File: config.mk
export PLATFORM = sky130hd
export DESIGN_NAME = uvs_fifo
export DESIGN_NICKNAME = d
export VERILOG_FILES = /design/src/uv_sphere_vertex_generator_defines.svh /design/src/uvs_pkg.sv /design/src/uvs_fifo.sv
export SDC_FILE = /design/constraint.sdc
export NUM_CORES = 1
export LEC_CHECK = 0
export BUFFER_PORTS_ARGS = -buffer_cell sky130_fd_sc_hd__buf_2
export CORE_ASPECT_RATIO = 1.4
export CORE_MARGIN = 4
export CORE_UTILIZATION = 56
export DETAILED_ROUTE_END_ITERATION = 7
export PLACE_DENSITY = 0.85
export SYNTH_ARGS = -nofsm -noshare
export SYNTH_HDL_FRONTEND = slang
export SYNTH_SLANG_ARGS = --single-unit
File: constraint.sdc
create_clock -name i_clk -period 16.2 [get_ports i_clk]
set_input_delay 2.43 -clock i_clk [delete_from_list [all_inputs] [get_ports i_clk]]
set_output_delay 2.43 -clock i_clk [all_outputs]
set_load 0.03 [all_outputs]
File: src/uv_sphere_vertex_generator_defines.svh
// Assertion helpers for the sphere generator top level.
`ifndef UV_SPHERE_VERTEX_GENERATOR_DEFINES_SVH
`define UV_SPHERE_VERTEX_GENERATOR_DEFINES_SVH

// Same-cycle implication, gated off while reset is asserted.
`define UVS_ASSERT_IMPLIES(label, clk, rst_n, ante, cons) \
    label: assert property (@(posedge clk) disable iff (!(rst_n)) (ante) |-> (cons)) \
        else $error("uv sphere generator: check failed");

// Next-cycle implication, gated off while reset is asserted.
`define UVS_ASSERT_NEXT(label, clk, rst_n, ante, cons) \
    label: assert property (@(posedge clk) disable iff (!(rst_n)) (ante) |=> (cons)) \
        else $error("uv sphere generator: check failed");

`endif

File: src/uvs_pkg.sv
package uvs_pkg;

    // Field and datapath widths.
    localparam int CNT_W    = 11;
    localparam int IDX_W    = 11;
    localparam int RAD_W    = 16;
    localparam int CFG_W    = 16;
    localparam int CFG_IDX_W = 2;
    localparam int POS_W    = 17;
    localparam int NORM_W   = 16;
    localparam int NUM_W    = 43;
    localparam int QUO_W    = 33;
    localparam int PHASE_W  = 32;
    localparam int CORDIC_W = 33;
    localparam int TRIG_W   = 32;

    localparam int POS_LIMIT  = 65535;
    localparam int NORM_LIMIT = 16384;

    // Register indexes of the configuration port.
    typedef enum logic [CFG_IDX_W-1:0] {
        CFG_STACK_COUNT   = 2'd0,
        CFG_SECTOR_COUNT  = 2'd1,
        CFG_SPHERE_RADIUS = 2'd2
    } t_cfg_reg;

    // Arctangent of 2^-k in phase units, 2^32 per turn.
    localparam int ATAN_ENTRIES = 24;
    localparam logic [31:0] ATAN_TURNS [ATAN_ENTRIES] = '{
        32'h20000000, 32'h12E4051E, 32'h09FB385B, 32'h051111D4,
        32'h028B0D43, 32'h0145D7E1, 32'h00A2F61E, 32'h00517C55,
        32'h0028BE53, 32'h00145F2F, 32'h000A2F98, 32'h000517CC,
        32'h00028BE6, 32'h000145F3, 32'h0000A2FA, 32'h0000517D,
        32'h000028BE, 32'h0000145F, 32'h00000A30, 32'h00000518,
        32'h0000028C, 32'h00000146, 32'h000000A3, 32'h00000051
    };

    // Gain-compensated start vector, Q2.30.
    localparam logic signed [CORDIC_W-1:0] CORDIC_START = 33'sd652032874;

    // Pipeline tag that travels beside the data.
    typedef struct packed {
        logic valid;
        logic err;
    } t_tag;

    // Classified work item handed from the front to the back.
    typedef struct packed {
        logic [NUM_W-1:0] lat_num;
        logic [NUM_W-1:0] lon_num;
        logic [CNT_W-1:0] ns;
        logic [CNT_W-1:0] nc;
        logic             err;
    } t_job;

    // Symmetric saturation.
    function automatic logic signed [63:0] clamp_sym(
        input logic signed [63:0] v,
        input logic signed [63:0] lim
    );
        logic signed [63:0] res;
        res = v;
        if (v > lim) begin
            res = lim;
        end else if (v < -lim) begin
            res = -lim;
        end
        return res;
    endfunction

endpackage

File: src/uvs_fifo.sv
module uvs_fifo (
    input  logic          i_clk,
    input  logic          i_rst_n,
    input  logic          i_push,
    input  uvs_pkg::t_job i_data,
    input  logic          i_pop,
    output uvs_pkg::t_job o_data,
    output logic          o_full,
    output logic          o_empty
);
    import uvs_pkg::*;

    t_job       r_data [2];
    logic       r_wr_ptr;
    logic       r_rd_ptr;
    logic [1:0] r_count;

    // Pointer and occupancy control.
    always_ff @(posedge i_clk) begin
        if (!i_rst_n) begin
            r_wr_ptr <= 1'b0;
            r_rd_ptr <= 1'b0;
            r_count  <= 2'd0;
        end else begin
            if (i_push) begin
                r_wr_ptr <= ~r_wr_ptr;
            end
            if (i_pop) begin
                r_rd_ptr <= ~r_rd_ptr;
            end
            r_count <= r_count + 2'(i_push) - 2'(i_pop);
        end
    end

    // Entry storage.
    always_ff @(posedge i_clk) begin
        if (i_push) begin
            r_data[r_wr_ptr] <= i_data;
        end
    end

    assign o_data  = r_data[r_rd_ptr];
    assign o_full  = (r_count == 2'd2);
    assign o_empty = (r_count == 2'd0);

endmodule

==> key figures <==
Pwr
  • Pint: just over 1 mW
  • Clock share of power: a little under two fifths
  • Logic gate share of total power: approximately 13%
  • Seq pwr share: between 50% and 60%
  • Pleak: approximately 3.9 nW
  • Switching pwr: 0.3176 mW
  • Worst vdd ir: 0.0001054 V
  • PwrDens: 133.1 nW/µm²
  • Total power: 1.349 mW
  • Sw frac: roughly a quarter

Yosys
  • Synth top area cells: edfxtp_1, mux2_2, mux2_4, dfxtp_1, buf_2
  • Top cell type's share of synthesized area: 80.67%
  • Synth Flop Type: edfxtp_1
  • Syn Nets: about 480
  • Cell variety after synth: 14
  • Synth warnings: 0
  • Mapped cell area: just over 8000 µm²
  • Part of the Yosys area used for sequential elements: 81.90%
  • Most numerous cell in the Yosys netlist: edfxtp_1
  • Area leader, netlist: edfxtp_1
  • Most common library cells after synthesis: edfxtp_1, mux2_2, mux2_4
  • Mean Syn Cell Area: roughly 23 µm²
  • Synth async-reset ratio: 0%
  • Number of enable flip-flop cells after synthesis: 218
  • Cells after Synth: 360
  • Number of synthesized register bits: 223

Floorplan
  • Core Area: 14,040 µm²
  • Initial core utilization: 57.81%
  • Cell Rows: 51
  • Number of placed I/O pins: about 220
  • Overall die area: 16,510 µm²
  • Die Ht: 150.4 µm
  • Die Wd: 109.7 µm

STA
  • Min Tclk post-route: 5.108 ns
  • Worst-Margin Slew: 0.8583 ns
  • Worst slew margin: 42.78%
  • Fin crit share: 31.53%
  • Unrepaired setup endpoints after global routing: no
  • Final hold violation count: 0
  • # setup viols final: 0
  • Skew final: 0.01201 ns
  • Max-slew violation count: 0
  • FMAX: just under 0.2 GHz
  • Fin Setup TNS: 0 ns

Layout
  • Register area: 6650 µm²
  • Total Nets Final: 712
  • Fin area: 10,140 µm²
  • Fill cell count: 844
  • Area of the multi-input gates: roughly 1400 µm²
  • Layout cell share with drive strength beyond 1: 60.56%
  • Syn-to-layout area delta: 24.90%
  • Utilization after layout: between 70% and 80%
  • Final std cells w/o fill: around 800

Clock network
  • Post_cts resized: 0
  • Hold-fix buffers, CTS: 0
  • Root Driver: clkbuf_16
  • Clock Sinks: 223
  • Setup bufs post-CTS: 0
  • Num CTS Buffers: 20
  • Clock tree buffer depth: 3
  • TritonCTS clock tree: yes
  • Clk slew on worst S/H paths: 0.06 ns
  • Clock latency on the worst-skew pair: 0.48 ns
  • H-tree lvl count: 1

Critical path
  • Crit path DAT: between 2 and 3 ns
  • WP data required: 13.77 ns
  • CP endpoint kind: output port
  • CP startpoint kind: flop
  • Crit Path Class: flop to output port
  • Worst-path maximum fanout: just under 60

GRT
  • Gr usage total: a little under a fifth
  • Global route overflow: 0
  • Vias in the first global route: 4,542
  • First-pass GRT wire length: about 23 mm
  • Initial antenna violation count: 5
  • Pin count of the biggest net entering global routing: 66

Job
  • Max_cap viols: 0

Placed design
  • Placed cell areas: between 9000 and 10,000 µm²
  • # port buffers: between 200 and 250
  • Dpl hpwl: 10.72 mm
  • Post-Place Cells: 760
  • Final RePlAce weighted congestion: 0.7308

Status
  • Status: completed

Worst hold path
  • Hold Crit Class: flop to flop

Detailed routing
  • Vias per cell: 5.235
  • First DRT Iteration DRCs: between 100 and 150
  • Vias: 4,183
  • Drt first pass iters: 4
  • Residual DRC count: 0
  • DR WL/cell: just under 20 µm
  • WL final: 15.85 mm
  • DRT antenna net count: 0
## sequential cells by signal (all words and copies together) (netlist names), named ones only
name / cells
r_rd_ptr: 1
r_count: 2
r_data: 218
r_wr_ptr: 1
## logic make-up after synthesis
| logic type | share of synthesized area, % |
|---|---|
| buffers and inverters | 1.064 |
| adder cells (fa/ha/maj) | 0.3083 |
| XOR/XNOR | 0.3854 |
| AO/OA/AOI/OAI | 0.09254 |
| multiplexers | 15.59 |
| AND/OR/NAND/NOR | 0.6628 |
| flip-flops | 81.90 |
## worst max-delay path, stage by stage (launching register included)
cell,delay (ns)
dfxtp_4,0.78
buf_4,0.73
mux2_2,0.43
buf_2,0.18
## cells in the final DEF, fill, tap and decap left out, types with 4 or more instances in the layout
cell and instances:
mux2_2 99, clkinv_1 4, clkinv_2 5, buf_4 4
edfxtp_1 218, clkbuf_16 21, dfxtp_1 4, mux2_4 10
bufinv_16 4, buf_2 223
## layout make-up
cell class / instances / share of cell area [%]
tap: 185 / 2.284
timing repair buffer: 227 / 11.31
clock inverter: 14 / 1.691
multi-input combinational: 123 / 13.74
clock buffer: 22 / 5.222
sequential: 223 / 65.61
inverter: 2 / 0.07406
antenna: 3 / 0.07406
## power by group through the flow
stage	logic (mW)	clock network [mW]	registers, mW
after floorplan	0.124	0	0.688
after global placement	0.169	0	0.690
after detailed placement	0.173	0	0.693
after CTS	0.174	0.506	0.681
after global routing	0.182	0.530	0.683
final	0.172	0.496	0.680
## metal layers
layer  share of wire [%]  routed length [µm]  GRT usage [%]  vias to the layer above
met2                  56                8904          34.66                      164
met3                 6.6                1045          4.204                       52
met5                0.21                  34              0                        -
li1                    -                   -              -                     1907
met4                 4.1                 645          8.484                        6
met1                  33                5222          19.01                     2054
## worst paths after layout
kind | end | cells past startpoint | startpoint | slack [ns]
worst max-delay path | o_data[3] | 3 | flop | 11.09
worst min register to register | flop | 2 | r_rd_ptr | 0.58
worst max register to register | r_data[1][94] | 2 | r_wr_ptr | 13.98
worst min-delay path | flop | 2 | r_rd_ptr | 0.58
## per-stage QoR
step / hold WS (ns) / worst slack (ns)
floorplan: 0.5546 / 8.411
global placement: 0.5578 / 11.60
detailed placement: 0.5707 / 11.59
CTS: 0.5809 / 11.03
global route: 0.6235 / 10.95
finish: 0.5792 / 11.09
Power figures use the tool's default switching activity.
