===== config.mk =====
export PLATFORM = sky130hd
export DESIGN_NAME = uvs_front
export DESIGN_NICKNAME = d
export VERILOG_FILES = /design/src/uv_sphere_vertex_generator_defines.svh /design/src/uvs_pkg.sv /design/src/uvs_front.sv
export SDC_FILE = /design/constraint.sdc
export NUM_CORES = 1
export LEC_CHECK = 0
export ABC_AREA = 1
export BUFFER_PORTS_ARGS = -buffer_cell sky130_fd_sc_hd__buf_2
export CAP_MARGIN = 20
export CORE_ASPECT_RATIO = 0.7
export CORE_MARGIN = 8
export CORE_UTILIZATION = 38
export DETAILED_ROUTE_END_ITERATION = 10
export GPL_TIMING_DRIVEN = 0
export PLACE_DENSITY = 0.85
export SYNTH_ARGS = -nofsm -noshare
export SYNTH_HDL_FRONTEND = slang
export SYNTH_SLANG_ARGS = --single-unit
export TNS_END_PERCENT = 20

===== constraint.sdc =====
create_clock -name vclk -period 2.1
set_clock_uncertainty 0.2 [all_clocks]
set_input_delay 0.21 -clock vclk [all_inputs]
set_output_delay 0.21 -clock vclk [all_outputs]
set_load 0.03 [all_outputs]

===== src/uv_sphere_vertex_generator_defines.svh =====
// Assertion helpers for the sphere generator top level.
`ifndef UV_SPHERE_VERTEX_GENERATOR_DEFINES_SVH
`define UV_SPHERE_VERTEX_GENERATOR_DEFINES_SVH

// Same-cycle implication, gated off while reset is asserted.
`define UVS_ASSERT_IMPLIES(label, clk, rst_n, ante, cons) \
    label: assert property (@(posedge clk) disable iff (!(rst_n)) (ante) |-> (cons)) \
        else $error("uv sphere generator: check failed");

// Next-cycle implication, gated off while reset is asserted.
`define UVS_ASSERT_NEXT(label, clk, rst_n, ante, cons) \
    label: assert property (@(posedge clk) disable iff (!(rst_n)) (ante) |=> (cons)) \
        else $error("uv sphere generator: check failed");

`endif


===== src/uvs_pkg.sv =====
package uvs_pkg;

    // Field and datapath widths.
    localparam int CNT_W    = 11;
    localparam int IDX_W    = 11;
    localparam int RAD_W    = 16;
    localparam int CFG_W    = 16;
    localparam int CFG_IDX_W = 2;
    localparam int POS_W    = 17;
    localparam int NORM_W   = 16;
    localparam int NUM_W    = 43;
    localparam int QUO_W    = 33;
    localparam int PHASE_W  = 32;
    localparam int CORDIC_W = 33;
    localparam int TRIG_W   = 32;

    localparam int POS_LIMIT  = 65535;
    localparam int NORM_LIMIT = 16384;

    // Register indexes of the configuration port.
    typedef enum logic [CFG_IDX_W-1:0] {
        CFG_STACK_COUNT   = 2'd0,
        CFG_SECTOR_COUNT  = 2'd1,
        CFG_SPHERE_RADIUS = 2'd2
    } t_cfg_reg;

    // Arctangent of 2^-k in phase units, 2^32 per turn.
    localparam int ATAN_ENTRIES = 24;
    localparam logic [31:0] ATAN_TURNS [ATAN_ENTRIES] = '{
        32'h20000000, 32'h12E4051E, 32'h09FB385B, 32'h051111D4,
        32'h028B0D43, 32'h0145D7E1, 32'h00A2F61E, 32'h00517C55,
        32'h0028BE53, 32'h00145F2F, 32'h000A2F98, 32'h000517CC,
        32'h00028BE6, 32'h000145F3, 32'h0000A2FA, 32'h0000517D,
        32'h000028BE, 32'h0000145F, 32'h00000A30, 32'h00000518,
        32'h0000028C, 32'h00000146, 32'h000000A3, 32'h00000051
    };

    // Gain-compensated start vector, Q2.30.
    localparam logic signed [CORDIC_W-1:0] CORDIC_START = 33'sd652032874;

    // Pipeline tag that travels beside the data.
    typedef struct packed {
        logic valid;
        logic err;
    } t_tag;

    // Classified work item handed from the front to the back.
    typedef struct packed {
        logic [NUM_W-1:0] lat_num;
        logic [NUM_W-1:0] lon_num;
        logic [CNT_W-1:0] ns;
        logic [CNT_W-1:0] nc;
        logic             err;
    } t_job;

    // Symmetric saturation.
    function automatic logic signed [63:0] clamp_sym(
        input logic signed [63:0] v,
        input logic signed [63:0] lim
    );
        logic signed [63:0] res;
        res = v;
        if (v > lim) begin
            res = lim;
        end else if (v < -lim) begin
            res = -lim;
        end
        return res;
    endfunction

endpackage


===== src/uvs_front.sv =====
module uvs_front #(
    parameter int MAX_DIVISIONS = 1024
) (
    input  logic                     i_valid,
    input  logic [uvs_pkg::IDX_W-1:0] i_stack_index,
    input  logic [uvs_pkg::IDX_W-1:0] i_sector_index,
    input  logic [uvs_pkg::CNT_W-1:0] i_stack_count,
    input  logic [uvs_pkg::CNT_W-1:0] i_sector_count,
    output logic                     o_push,
    output uvs_pkg::t_job            o_job
);
    import uvs_pkg::*;

    logic [CNT_W-1:0] ns;
    logic [CNT_W-1:0] nc;

    // Effective counts: zero acts as one, large counts saturate.
    always_comb begin
        if (i_stack_count == '0) begin
            ns = CNT_W'(1);
        end else if (32'(i_stack_count) > 32'(MAX_DIVISIONS)) begin
            ns = CNT_W'(MAX_DIVISIONS);
        end else begin
            ns = i_stack_count;
        end
        if (i_sector_count == '0) begin
            nc = CNT_W'(1);
        end else if (32'(i_sector_count) > 32'(MAX_DIVISIONS)) begin
            nc = CNT_W'(MAX_DIVISIONS);
        end else begin
            nc = i_sector_count;
        end
    end

    // Build the rounded dividends and flag out-of-range indexes.
    always_comb begin
        o_push        = i_valid;
        o_job.lat_num = {1'b0, i_stack_index, 31'd0} + NUM_W'(ns >> 1);
        o_job.lon_num = {i_sector_index, 32'd0} + NUM_W'(nc >> 1);
        o_job.ns      = ns;
        o_job.nc      = nc;
        o_job.err     = (i_stack_index > ns) || (i_sector_index > nc);
    end

endmodule


==> impl_metrics.env, run 1 <==
export IMPL_arrival_ns=1.93
export IMPL_setup_slack_ns=-0.243
export IMPL_ant_nets=0
export IMPL_post_dp_cell_area_um2=2410
export IMPL_finalNetCount=492
export IMPL_clock_buffers=0
export IMPL_hp_start="i_valid"
export IMPL_whs_ns=0.476
export IMPL_clockPowerShare=0
export IMPL_dpl_worst_slack_ns=-0.374
export IMPL_via_per_inst=3.89
export IMPL_crit_start="i_stack_count[4]"
export IMPL_yosys_warnings=0
export IMPL_die_area_um2=6360
export IMPL_fin_cells=475
export IMPL_grt_pass1_vias=1898
export IMPL_synth_cell_types=17
export IMPL_critPathMaxStageDelay_ns=0.26
export IMPL_drive_gt1_frac=0.660
export IMPL_post_route_min_period_ns=2.34
export IMPL_core_area_um2=3900
export IMPL_drt_initial_drc_count=33
export IMPL_ir_drop_mv=0.161
export IMPL_area_growth_syn_to_layout_pct=81.1
export IMPL_total_power_mw=0.772
export IMPL_status="finished, violations left"
export IMPL_netlist_instances=255
export IMPL_cp_endpoint="o_job[0]"
export IMPL_dp_hpwl_mm=4.61
export IMPL_endpoint_kind="output pin"
export IMPL_routedWlPerCell_um=12.2
export IMPL_seq_area_um2=0
export IMPL_overflow=0
export IMPL_via_count=1846
export IMPL_grt_first_pass_wirelength_mm=8.58
export IMPL_fmaxAchievable_ghz=0.427
export IMPL_cp_cell_sequence="buf_2 > nor2_4 > nand3_2 > nor2_4 > nor2_4 > nor2_4 > inv_2 > ha_4 > nand2_1 > inv_1 > nand2_2 > inv_1 > nand2_1 > nand3_2 > nand2_2 > nand2_4 > buf_6"
export IMPL_switching_share=0.614
export IMPL_rows=19
export IMPL_grtUsageTotal=0.155
export IMPL_place_congestion=0.839
export IMPL_diodes=0
export IMPL_intPower_mw=0.298
export IMPL_port_buffer_count=110
export IMPL_p_per_area_nw_per_um2=278
export IMPL_dr_pass1_iters=4
export IMPL_crit_type="in2out"
export IMPL_die_height_um=69.2
export IMPL_fin_crit_sh=1.12
export IMPL_num_fill_cells=358
export IMPL_violations="negative setup slack"
export IMPL_grt_start_max_net_pins=7
export IMPL_startpoint_type="input pin"
export IMPL_cap_violations=0
export IMPL_hold_path_class="in2out"
export IMPL_seqPwrFrac=0
export IMPL_rsz0062_at_grt="true"
export IMPL_syn_area_um2=1530
export IMPL_crit_path_frequent_cell="nor2_4"
export IMPL_power_frac_comb=1.000
export IMPL_required_ns=1.69
export IMPL_drt_total_wl_mm=5.79
export IMPL_final_cell_area_um2=2780
export IMPL_route_detailed_drc=0
export IMPL_synth_area_per_cell_um2=6.02
export IMPL_initial_core_util=0.393
export IMPL_final_max_slew_viol_count=0
export IMPL_io_pins=155
export IMPL_hold_violations=0
export IMPL_place_inst=460
export IMPL_finalSetupTns_ns=-0.243
export IMPL_dieWidth_um=91.9
export IMPL_leakage_nw=1.82
export IMPL_yosysSeqAreaShare=0
export IMPL_cp_max_fo=6
export IMPL_final_util=0.712
export IMPL_seq_cell_count=0
export IMPL_grt_antenna_before_repair=0
export IMPL_setup_violations=1
export IMPL_ctsHoldBuffers=0
export IMPL_slowest_stage="ha_4"
export IMPL_p_switching_mw=0.474
## cells by family (layout without fill, tap and decap cells)
logic type / count (synthesis) / in the layout / share of synthesized area
buf+inv: 140 / 265 / 0.555
simple gates: 83 / 83 / 0.231
other cells: 1 / 44 / 0.00244
fa+ha+maj: 22 / 22 / 0.179
compound gates: 9 / 9 / 0.0318
## synth_stat cells
master	number	share of area
o21ai_0	1	0.0033
nor2_4	1	0.0073
inv_2	1	0.0024
nor2_1	16	0.039
conb_1	1	0.0024
nand4_1	3	0.012
nand3_2	1	0.0065
nand2_1	50	0.12
nand3_1	7	0.023
nand2_2	1	0.0041
a21oi_2	1	0.0057
ha_1	22	0.18
a21oi_1	7	0.023
nor2_2	4	0.016
clkbuf_1	2	0.0049
buf_4	87	0.43
inv_1	50	0.12
## cell type report
type,instances,area [µm²],area share
inverter,51,194,0.0698
buffer,89,661,0.238
multi-input combinational,158,1170,0.422
tap,52,65.1,0.0234
timing repair buffer,125,686,0.247
## how the worst min path moves through the flow
stage / depth (start not counted) / to
after floorplan: 2 / o_job[5]
after global placement: 2 / o_push
after detailed placement: 2 / o_push
after CTS: 2 / o_push
after global routing: 2 / o_push
final: 2 / o_push
## power by group through the flow
| stage | sequential [mW] | combinational [mW] | clock (mW) |
|---|---|---|---|
| floorplan | 0 | 0.519 | 0 |
| global placement | 0 | 0.659 | 0 |
| detailed placement | 0 | 0.670 | 0 |
| CTS | 0 | 0.727 | 0 |
| global route | 0 | 0.826 | 0 |
| finish | 0 | 0.772 | 0 |
## worst max-delay path, delay by kind of cell
kind,cells,cell delay [ns]
adders and majority gates,1,0.26
buffers and inverters,5,0.46
and+or+nand+nor,11,0.99
## placed cells by master, fill, tap and decap left out, drive strengths merged, types with 2 or more instances in the layout
| cell | netlist | layout |
|---|---|---|
| ha | 22 | 22 |
| nand3 | 8 | 8 |
| conb | 1 | 44 |
| inv | 51 | 51 |
| nand2 | 51 | 51 |
| clkbuf | 2 | 2 |
| nor2 | 21 | 21 |
| a21oi | 8 | 8 |
| nand4 | 3 | 3 |
| buf | 87 | 212 |
## routing by layer
| metal | track usage | vias up | part of all wire |
|---|---|---|---|
| met5 | 0 | - | 0 |
| met4 | 0.00534 | 0 | 0.0062 |
| met3 | 0.0259 | 4 | 0.061 |
| met2 | 0.343 | 68 | 0.59 |
| met1 | 0.147 | 808 | 0.34 |
| li1 | - | 966 | - |
## timing repair
| item | in CTS | in global routing |
|---|---|---|
| pin swaps | 25 | 23 |
| buffers inserted | 10 | 5 |
| resized for setup | 40 | 18 |
| setup endpoints to repair | 1 | 1 |
No activity file was read; power rests on OpenSTA's default activity.
==> run 2, diff against run 1 <==
==> constraint.sdc (replaced) <==
create_clock -name vclk -period 2.4
set_clock_uncertainty 0.2 [all_clocks]
set_input_delay 0.24 -clock vclk [all_inputs]
set_output_delay 0.24 -clock vclk [all_outputs]
set_load 0.03 [all_outputs]
==> run 2 against run 1 <==
Critical path depth did not move; the flow now finishes without violations; highest routed layer unchanged; sequential share of layout area is the same; critical path type unchanged; die area is the same.
==> impl_metrics.env, run 2 (synthesis gave the netlist of run 1 again) <==
export IMPL_required_ns=1.96
export IMPL_ant_nets=0
export IMPL_whs_ns=0.533
export IMPL_diodes=0
export IMPL_fin_crit_sh=0.998
export IMPL_via_per_inst=3.81
export IMPL_route_detailed_drc=0
export IMPL_cp_cell_sequence="buf_6 > nor2_4 > nand3_2 > nor2_4 > nand3_2 > nand2_4 > nand2_4 > ha_4 > nand2_2 > inv_2 > nand2_4 > nor2_2 > nand2_1 > nand3_1 > nand2_1 > nand2_1 > buf_6"
export IMPL_cp_max_fo=5
export IMPL_clock_buffers=0
export IMPL_fmaxAchievable_ghz=0.417
export IMPL_crit_type="in2out"
export IMPL_multiInputGateArea_um2=1030
export IMPL_hold_violations=0
export IMPL_die_area_um2=6360
export IMPL_setup_violations=0
export IMPL_dp_hpwl_mm=4.57
export IMPL_p_per_area_nw_per_um2=243
export IMPL_rsz0062_at_grt="true"
export IMPL_initial_core_util=0.393
export IMPL_seq_cell_count=0
export IMPL_routedWlPerCell_um=11.0
export IMPL_grt_pass1_vias=1838
export IMPL_overflow=0
export IMPL_setup_slack_ns=0.00425
export IMPL_grt_antenna_before_repair=0
export IMPL_seq_area_um2=0
export IMPL_startpoint_type="input pin"
export IMPL_final_cell_area_um2=2550
export IMPL_port_buffer_count=110
export IMPL_drt_total_wl_mm=5.09
export IMPL_core_area_um2=3900
export IMPL_drive_gt1_frac=0.591
export IMPL_arrival_ns=1.96
export IMPL_final_util=0.654
export IMPL_place_congestion=0.818
export IMPL_dr_pass1_iters=4
export IMPL_rows=19
export IMPL_post_dp_cell_area_um2=2330
export IMPL_dieWidth_um=91.9
export IMPL_ir_drop_mv=0.141
export IMPL_grt_first_pass_wirelength_mm=8.36
export IMPL_endpoint_kind="output pin"
export IMPL_via_count=1762
export IMPL_drt_initial_drc_count=35
export IMPL_grt_start_max_net_pins=7
export IMPL_finalNetCount=480
export IMPL_io_pins=155
export IMPL_critPathBufInv=3
export IMPL_status="complete, no violations"
export IMPL_critPathMaxStageDelay_ns=0.27
export IMPL_finalSetupTns_ns=0
export IMPL_area_growth_syn_to_layout_pct=66.1
export IMPL_slowest_stage="ha_4"
export IMPL_ctsHoldBuffers=0
export IMPL_post_route_min_period_ns=2.40
export IMPL_cap_violations=0
export IMPL_final_common_cell="buf_2"
export IMPL_hold_path_class="in2out"
export IMPL_crit_family="simple AND/OR/NAND/NOR gates"
export IMPL_num_fill_cells=360
export IMPL_die_height_um=69.2
export IMPL_leakage_nw=1.75
export IMPL_grtUsageTotal=0.148
export IMPL_final_cell_mix="106 x buf_2, 90 x buf_4, 45 x inv_1, 44 x conb_1, 41 x nand2_1"
export IMPL_dpl_worst_slack_ns=-0.155
export IMPL_final_max_slew_viol_count=0
[run 2: stage by stage]
stage                     cells  total power, mW
final                       463            0.618
after global placement      460            0.559
after global routing        463            0.672
after detailed placement    460            0.568
after CTS                   461            0.592
after floorplan             298            0.438
[run 2: final cells by class]
| class | instances | share of cell area |
|---|---|---|
| buffer | 89 | 0.259 |
| inverter | 51 | 0.0751 |
| multi-input combinational | 158 | 0.405 |
| tap | 52 | 0.0255 |
| timing repair buffer | 113 | 0.235 |
[run 2: worst paths after layout]
check	from	end	depth (start not counted)
setup / recovery	i_sector_count[6]	o_job[0]	17
hold / removal	i_valid	o_push	2
[run 2: repair_timing]
item | CTS | global route
pin swaps | 14 | 20
resized for setup | 23 | 25
endpoints found under the setup margin | 1 | 1
setup buffers | 1 | 2
hold endpoints to repair | 0 | 0
[run 2: per-layer routing]
metal	wire length (µm)	vias up	global-route usage
li1	-	942	-
met1	1900	750	0.153
met2	2740	66	0.296
met3	405	4	0.0400
met4	46	0	0.0125
met5	0	-	0
[run 2: where the power goes]
part | switching (mW) | total, mW | internal (mW)
registers | 0 | 0 | 0
logic | 0.387 | 0.618 | 0.231
clock network | 0 | 0 | 0
total | 0.387 | 0.618 | 0.231
==> run 3, diff against run 2 <==
--- a/config.mk
+++ b/config.mk
@@ -8,12 +8,13 @@
 export ABC_AREA = 1
 export BUFFER_PORTS_ARGS = -buffer_cell sky130_fd_sc_hd__buf_2
 export CAP_MARGIN = 20
-export CORE_ASPECT_RATIO = 0.7
+export CORE_ASPECT_RATIO = 1.75
 export CORE_MARGIN = 8
 export CORE_UTILIZATION = 38
 export DETAILED_ROUTE_END_ITERATION = 10
 export GPL_TIMING_DRIVEN = 0
 export PLACE_DENSITY = 0.85
+export SETUP_SLACK_MARGIN = 0.1
 export SYNTH_ARGS = -nofsm -noshare
 export SYNTH_HDL_FRONTEND = slang
 export SYNTH_SLANG_ARGS = --single-unit
==> run 3 against run 2 <==
Maximum frequency rose by 1.3%; wire length rose by 10%; sequential cell count is the same; largest cell class unchanged.
==> impl_metrics.env, run 3 (synthesis gave the netlist of run 1 again) <==
export IMPL_cap_violations=0
export IMPL_io_pins=155
export IMPL_dr_pass1_iters=4
export IMPL_final_common_cell="buf_4"
export IMPL_met3_wirelength_um=657
export IMPL_clockPowerShare=0
export IMPL_ir_drop_mv=0.178
export IMPL_grtUsageTotal=0.148
export IMPL_critPathMaxStageDelay_ns=0.26
export IMPL_fin_crit_sh=0.985
export IMPL_grt_antenna_before_repair=0
export IMPL_port_buffer_count=110
export IMPL_rsz0062_at_grt="true"
export IMPL_die_area_um2=6410
export IMPL_die_height_um=100
export IMPL_slowest_stage="ha_1"
export IMPL_place_congestion=0.823
export IMPL_intPower_mw=0.258
export IMPL_drt_total_wl_mm=5.60
export IMPL_rows=30
export IMPL_final_cell_mix="104 x buf_4, 98 x buf_2, 44 x conb_1, 38 x nand2_1, 37 x inv_1"
export IMPL_ant_nets=0
export IMPL_seq_area_um2=0
export IMPL_endpoint_kind="output pin"
export IMPL_drt_initial_drc_count=37
export IMPL_dp_hpwl_mm=4.67
export IMPL_seq_cell_count=0
export IMPL_final_max_slew_viol_count=0
export IMPL_via_per_inst=4.10
export IMPL_route_detailed_drc=0
export IMPL_overflow=0
export IMPL_place_inst=456
export IMPL_whs_ns=0.533
export IMPL_post_dp_cell_area_um2=2380
export IMPL_area_growth_syn_to_layout_pct=78.4
export IMPL_arrival_ns=1.92
export IMPL_setup_slack_ns=0.0355
export IMPL_cp_max_fo=6
export IMPL_p_switching_mw=0.403
export IMPL_fin_cells=471
export IMPL_num_fill_cells=319
export IMPL_crit_family="simple AND/OR/NAND/NOR gates"
export IMPL_status="complete, no violations"
export IMPL_multiInputGateArea_um2=1090
export IMPL_final_cell_area_um2=2740
export IMPL_grt_start_max_net_pins=7
export IMPL_via_count=1933
export IMPL_drive_gt1_frac=0.634
export IMPL_post_route_min_period_ns=2.36
export IMPL_switching_share=0.610
export IMPL_fmaxAchievable_ghz=0.423
export IMPL_startpoint_type="input pin"
export IMPL_setup_violations=0
export IMPL_met2_length_mm=3.16
export IMPL_grt_pass1_vias=1865
export IMPL_p_per_area_nw_per_um2=242
export IMPL_leakage_nw=1.82
export IMPL_required_ns=1.96
export IMPL_routedWlPerCell_um=11.9
export IMPL_initial_core_util=0.397
export IMPL_dpl_worst_slack_ns=-0.139
export IMPL_seqPwrFrac=0
export IMPL_topRoutingLayerUsed="met4"
export IMPL_finalNetCount=492
export IMPL_crit_type="in2out"
export IMPL_hold_violations=0
export IMPL_clock_buffers=0
export IMPL_grt_first_pass_wirelength_mm=8.11
export IMPL_power_frac_comb=1.000
export IMPL_critPathBufInv=5
export IMPL_wl_met1_mm=1.74
export IMPL_core_area_um2=3870
export IMPL_hold_path_class="in2out"
export IMPL_diodes=0
export IMPL_cp_cell_sequence="buf_6 > inv_2 > nand4_1 > nor2_4 > nor2_4 > nor2_4 > inv_1 > ha_1 > nand2_1 > inv_2 > nand2_4 > nor2_2 > nand2_1 > nand3_1 > nand2_1 > nand2_2 > buf_6"
export IMPL_dieWidth_um=64.0
-- run 3: changes by cell type in the layout (fill, tap and decap cells not counted), moves of 3 or more --
cell     delta
buf_2       -8
buf_4      +14
buf_6       +6
inv_1       -8
inv_2       +6
nand2_1     -3
nand2_2     +4
nor2_2      -4
nor2_4      +6
-- run 3: what timing repair did --
action                     4_1_cts  5_1_grt
setup endpoints to repair        1        1
buffers inserted                10        5
cloned                           0        0
pin swaps                       26       29
hold buffers                     0        0
resized for setup               30       34
-- run 3: worst paths after layout --
kind / startpoint / to / depth (start not counted)
max: i_stack_count[9] / o_job[0] / 17
min: i_valid / o_push / 2
-- run 3: power by group through the flow --
stage / registers, mW / clock network (mW) / logic, mW
3_3_place_gp: 0 / 0 / 0.572
2_1_floorplan: 0 / 0 / 0.449
6_report: 0 / 0 / 0.661
5_1_grt: 0 / 0 / 0.709
3_5_place_dp: 0 / 0 / 0.580
4_1_cts: 0 / 0 / 0.619
-- run 3: per-stage QoR --
step / setup TNS (ns) / total power [mW] / util
after floorplan: 0 / 0.449 / -
after detailed placement: -0.139 / 0.580 / 0.615
after global placement: -0.122 / 0.572 / 0.615
final: 0 / 0.661 / 0.708
after CTS: -0.0152 / 0.619 / 0.667
after global routing: -0.104 / 0.709 / 0.708
-- run 3: metal layers --
| layer | up-vias | global-route usage |
|---|---|---|
| met5 | - | 0 |
| met4 | 0 | 0.00691 |
| met3 | 8 | 0.0625 |
| met2 | 109 | 0.317 |
| met1 | 851 | 0.120 |
| li1 | 965 | - |
-- run 3: area by class of cell --
class              instances  share of cell area
plain buffers             89               0.241
inverters                 51              0.0718
multi-input cells        158               0.398
well taps                 48              0.0219
repair buffers           125               0.267
